<file path="config.mk">
export PLATFORM = sky130hd
export DESIGN_NAME = ist_ctrl
export DESIGN_NICKNAME = d
export VERILOG_FILES = /design/src/design/ist_pkg.sv /design/src/design/ist_ctrl.sv
export SDC_FILE = /design/constraint.sdc
export NUM_CORES = 1
export LEC_CHECK = 0
export ABC_AREA = 1
export BUFFER_PORTS_ARGS = -buffer_cell sky130_fd_sc_hd__buf_2
export CORE_AREA = 3 3 40 42
export DETAILED_ROUTE_END_ITERATION = 7
export DIE_AREA = 0 0 43 45
export GPL_ROUTABILITY_DRIVEN = 0
export SETUP_SLACK_MARGIN = 0.02
export SLEW_MARGIN = 20
export SYNTH_ARGS = -nofsm -noshare
export SYNTH_HDL_FRONTEND = slang
export SYNTH_SLANG_ARGS = --single-unit
</file>
<file path="constraint.sdc">
create_clock -name clk -period 2.35 [get_ports clk]
set_input_delay 0.47 -clock clk [delete_from_list [all_inputs] [get_ports clk]]
set_output_delay 0.47 -clock clk [all_outputs]
set_load 0.03 [all_outputs]
</file>
<file path="src/design/ist_pkg.sv">
// ----------------------------------------------------------------------------
// ist_pkg: shared types and constants of the interval set tracker
// Table sizes, coordinate type, request and status codes, and the command and
// status words that pass between the controller and the datapath.
// ----------------------------------------------------------------------------
package ist_pkg;

  localparam int MAX_INTERVALS = 64;
  localparam int COORD_BITS    = 32;
  localparam int IDX_W         = $clog2(MAX_INTERVALS);
  localparam int COUNT_W       = $clog2(MAX_INTERVALS + 1);
  // write count may pass the capacity by one before the overflow check
  localparam int WCNT_W        = $clog2(MAX_INTERVALS + 2);

  typedef logic [COORD_BITS-1:0] coord_t;
  typedef logic [COUNT_W-1:0]    count_t;
  typedef logic [WCNT_W-1:0]     wcnt_t;

  typedef struct packed {
    coord_t lo;
    coord_t hi;
  } span_t;

  typedef enum logic [1:0] {
    REQ_ADD    = 2'd0,
    REQ_REMOVE = 2'd1,
    REQ_QUERY  = 2'd2,
    REQ_NONE   = 2'd3
  } req_kind_t;

  typedef enum logic [1:0] {
    ST_OK    = 2'd0,
    ST_FULL  = 2'd1,
    ST_RANGE = 2'd2
  } status_t;

  typedef struct packed {
    logic load_req;
    logic rd_en;
    logic proc;
    logic proc2;
    logic tail;
    logic finish;
  } ist_cmd_t;

  typedef struct packed {
    logic skip;
    logic empty;
    logic need2;
    logic last;
  } ist_stat_t;

endpackage

</file>
<file path="src/design/ist_ctrl.sv">
// ----------------------------------------------------------------------------
// ist_ctrl: request sequencer
// Walks the stored table at most once per request and hands the result word to the
// output register when that is free.
// ----------------------------------------------------------------------------
module ist_ctrl (
  input  logic                clk,
  input  logic                rst,
  input  logic                in_valid,
  output logic                in_ready,
  output logic                out_valid,
  input  logic                out_ready,
  output ist_pkg::ist_cmd_t   cmd,
  input  ist_pkg::ist_stat_t  stat
);
  import ist_pkg::*;

  typedef enum logic [5:0] {
    S_IDLE   = 6'b000001,
    S_DECODE = 6'b000010,
    S_PROC   = 6'b000100,
    S_PROC2  = 6'b001000,
    S_TAIL   = 6'b010000,
    S_DONE   = 6'b100000
  } state_t;

  state_t state;
  state_t state_next;
  logic   out_free;

  assign out_free = !out_valid || out_ready;
  assign in_ready = (state == S_IDLE);

  always_comb begin
    cmd        = '0;
    state_next = state;
    case (state)
      S_IDLE: begin
        if (in_valid) begin
          cmd.load_req = 1'b1;
          state_next   = S_DECODE;
        end
      end
      S_DECODE: begin
        if (stat.skip) begin
          state_next = S_DONE;
        end else if (stat.empty) begin
          state_next = S_TAIL;
        end else begin
          cmd.rd_en  = 1'b1;
          state_next = S_PROC;
        end
      end
      S_PROC: begin
        cmd.proc = 1'b1;
        if (stat.need2) begin
          state_next = S_PROC2;
        end else if (stat.last) begin
          state_next = S_TAIL;
        end else begin
          // next entry read overlaps this one's processing
          cmd.rd_en = 1'b1;
        end
      end
      S_PROC2: begin
        cmd.proc2 = 1'b1;
        if (stat.last) begin
          state_next = S_TAIL;
        end else begin
          cmd.rd_en  = 1'b1;
          state_next = S_PROC;
        end
      end
      S_TAIL: begin
        cmd.tail   = 1'b1;
        state_next = S_DONE;
      end
      S_DONE: begin
        if (out_free) begin
          cmd.finish = 1'b1;
          state_next = S_IDLE;
        end
      end
      default: begin
        state_next = S_IDLE;
      end
    endcase
  end

  always_ff @(posedge clk) begin
    if (rst) begin
      state     <= S_IDLE;
      out_valid <= 1'b0;
    end else begin
      state <= state_next;
      if (cmd.finish) begin
        out_valid <= 1'b1;
      end else if (out_ready) begin
        out_valid <= 1'b0;
      end
    end
  end

endmodule

</file>
==> results.md <==
- H-Tree Depth: 1
- Avg Inst Size Synth: 6.32 um2
- Final worst slack: 532 ps
- Share of cells above drive strength 1: 0.368
- VDD IR max: 262 uV
- Num CTS Buffers: 3
- Placement Setup Slack: 704 ps
- Clock slew at reported path FFs: 50 ps
- Post-CTS Setup Bufs: 0
- Fmax achieved: 0.550 GHz
- Antenna violations before repair: 0
- Pwr Total: 0.371 mW
- Final Hold Fails: 0
- Final setup viols: 0
- Top FF cell, synth: dfxtp_1
- Crit Path Max Fanout: 3
- CP endpoint kind: primary output
- Num rows: 13
- Slew HR: 0.818
- Congestion Overflow GR: 0
- DIE HEIGHT: 45 um
- CTS tree: done
- Global-route wire length before repair: 1.85 mm
- Worst r2r src: state[1]$_SDFFE_PP0P_
- Gate Count Post-Synth: 76
- Syn Nets: 84
- Sequential cell area fraction in the yosys report: 0.292
- Multiplexer share of the synthesized area: 0
- Tmin final: 1820 ps
- Cell area power density: 617 nW/um2
- Antenna Cells: 0
- Worst slew pin tran: 272 ps
- Placed Instance Area: 574 um2
- Hold/Removal Path Class: input pin to flop
- Top post-synthesis cells by area: dfxtp_1 (29%), inv_1 (12%), nor2_1 (12%), nand2_1 (8.6%), nand3_2 (8.3%)
- Post-Synth XOR/XNOR Area: 0
- Die ar.: 1940 um2
- Global Route Usage Sum: 0.133
- Setup Skew: 1.74 ps
- Area Growth Syn to Fin: 25.0%
- FILL cells: 150
- Worst r2r path cells: 7
- Crit start category: flop
- DRT iter0 DRCs: 14
- Switching power: 0.139 mW
- Comb power frac: 0.321
- Via count of the first global-routing pass: 486
- Core outline area: 1280 um2
- Pre-Repair DR Iteration Count: 4
- Clk sink count: 7
- Final Cell Area: 601 um2
- Largest net degree at the start of global routing: 6
- Lkg Pwr: 0.369 nW
- Clock Tree Root: clkbuf_4
- CP Class: flop to primary output
- Post-DRT Antenna Nets: 0
- Final hold slack: 445 ps
- Nets: 104
- IO buf count: 15
- Vias per std cell: 4.65
- Drt wl/cell: 9.71 um
- Netlist cell types: 14
- Adder-cell share of the synthesized area: 0
- # DRC: 0
- Setup crit end: cmd[4]
- Detailed Place HPWL: 900 um
- Setup_tns: 0 ps
- Worst EP arrival: 1350 ps
- CTS hold repair buffers: 0
- Via Count: 512
- DIE WIDTH: 43 um
- Crit. Startpoint: state[1]$_SDFFE_PP0P_
- Yosys top cell area share: 0.292
- Required @ worst endpoint: 1880 ps
- Max Cap Viol: 0
- Complex-gate fraction of the synthesized area: 0.0417
- Synth async-reset ratio: 0
- Largest family of logic cells by synthesized area: simple AND/OR/NAND/NOR gates
- Unrepaired setup endpoints after global routing: false
- R2r setup slk: 1150 ps
- Worst-Skew Late Latency: 260 ps
- FF+latch count, synth: 7
- Post-synthesis simple-gate area fraction: 0.526
- Sequential power share: 0.365
- Synth area leader: dfxtp_1
- Highest-count cells in the layout ignoring fill and taps: inv_1 (15), nor2_1 (15), buf_2 (15)
- EDFF count, synth: 0
- Top-Level Pins: 16
- Final period utilization: 0.773
- Power share of the clock group: 0.313
- CTS max path bufs: 2
- Mapped Area: 480 um2
- Ys Warns: 0
- Sw Ratio: 0.376
- Reg2reg end: state[0]$_SDFFE_PP1P_
- Post_cts resized: 0
- Total wire length: 1.07 mm
- Slew Limit Fails: 0
- Status: completed
- Pint: 0.231 mW
- Initial Utilization: 0.374
-- synthesized netlist by cell type (2+ instances only) --
library cell,number
nand3_1,5
nand2_2,3
nand4_1,3
dfxtp_1,7
nor3_1,2
inv_1,15
nor2_2,5
nand2_1,11
nor2_1,15
inv_2,3
nand3_2,4
-- through the flow --
stage,util,instances
detailed placement,0.447,106
finish,0.467,110
floorplan,-,76
CTS,0.467,110
global route,0.467,110
global placement,0.447,106
-- registers in the layout (all words and copies together) (netlist names) --
signal,count
state,6
out_valid,1
-- area by class of cell --
| class | count | area, um2 | share of cell area |
|---|---|---|---|
| flip-flops and latches | 7 | 140 | 0.233 |
| well taps | 15 | 18.8 | 0.0313 |
| repair buffers | 15 | 75.1 | 0.125 |
| clock buffers | 4 | 26.3 | 0.0438 |
| multi-input cells | 51 | 273 | 0.454 |
| inverters | 18 | 67.6 | 0.113 |
-- power groups by stage --
stage	Combinational, mW	Clock [mW]	Sequential (mW)
floorplan	0.0893	0	0.137
global placement	0.119	0	0.138
detailed placement	0.119	0	0.138
CTS	0.120	0.116	0.135
global route	0.134	0.124	0.137
finish	0.119	0.116	0.135
-- kinds of logic after synthesis --
kind of cell / Yosys count
compound gates: 2
buf+inv: 18
flops: 7
simple gates: 49
-- how the worst min path moves through the flow --
stage	depth (start not counted)	start	slack [ps]	to
4_1_cts	2	rst	450	state[4]$_SDFFE_PP0P_
6_report	2	rst	440	state[4]$_SDFFE_PP0P_
2_1_floorplan	1	rst	540	state[4]$_SDFFE_PP0P_
3_5_place_dp	4	out_valid$_SDFFE_PP0P_	590	out_valid$_SDFFE_PP0P_
5_1_grt	2	rst	460	state[4]$_SDFFE_PP0P_
3_3_place_gp	4	out_valid$_SDFFE_PP0P_	580	out_valid$_SDFFE_PP0P_
-- worst max-delay path, cell delays in order, from the launching register on --
cell,delay [ps]
dfxtp_1,360
inv_1,60
nor2_1,230
nand3_1,140
o211ai_2,80
buf_2,220
-- metal layers --
| layer | GRT usage | part of all wire | up-vias | routed length (um) |
|---|---|---|---|---|
| li1 | - | - | 271 | - |
| met3 | 0.0319 | 0.086 | 6 | 92 |
| met1 | 0.144 | 0.43 | 216 | 462 |
| met2 | 0.213 | 0.44 | 19 | 468 |
| met4 | 0.127 | 0.041 | 0 | 44 |
| met5 | 0 | 0 | - | 0 |
(Power assumes the default switching activity.)
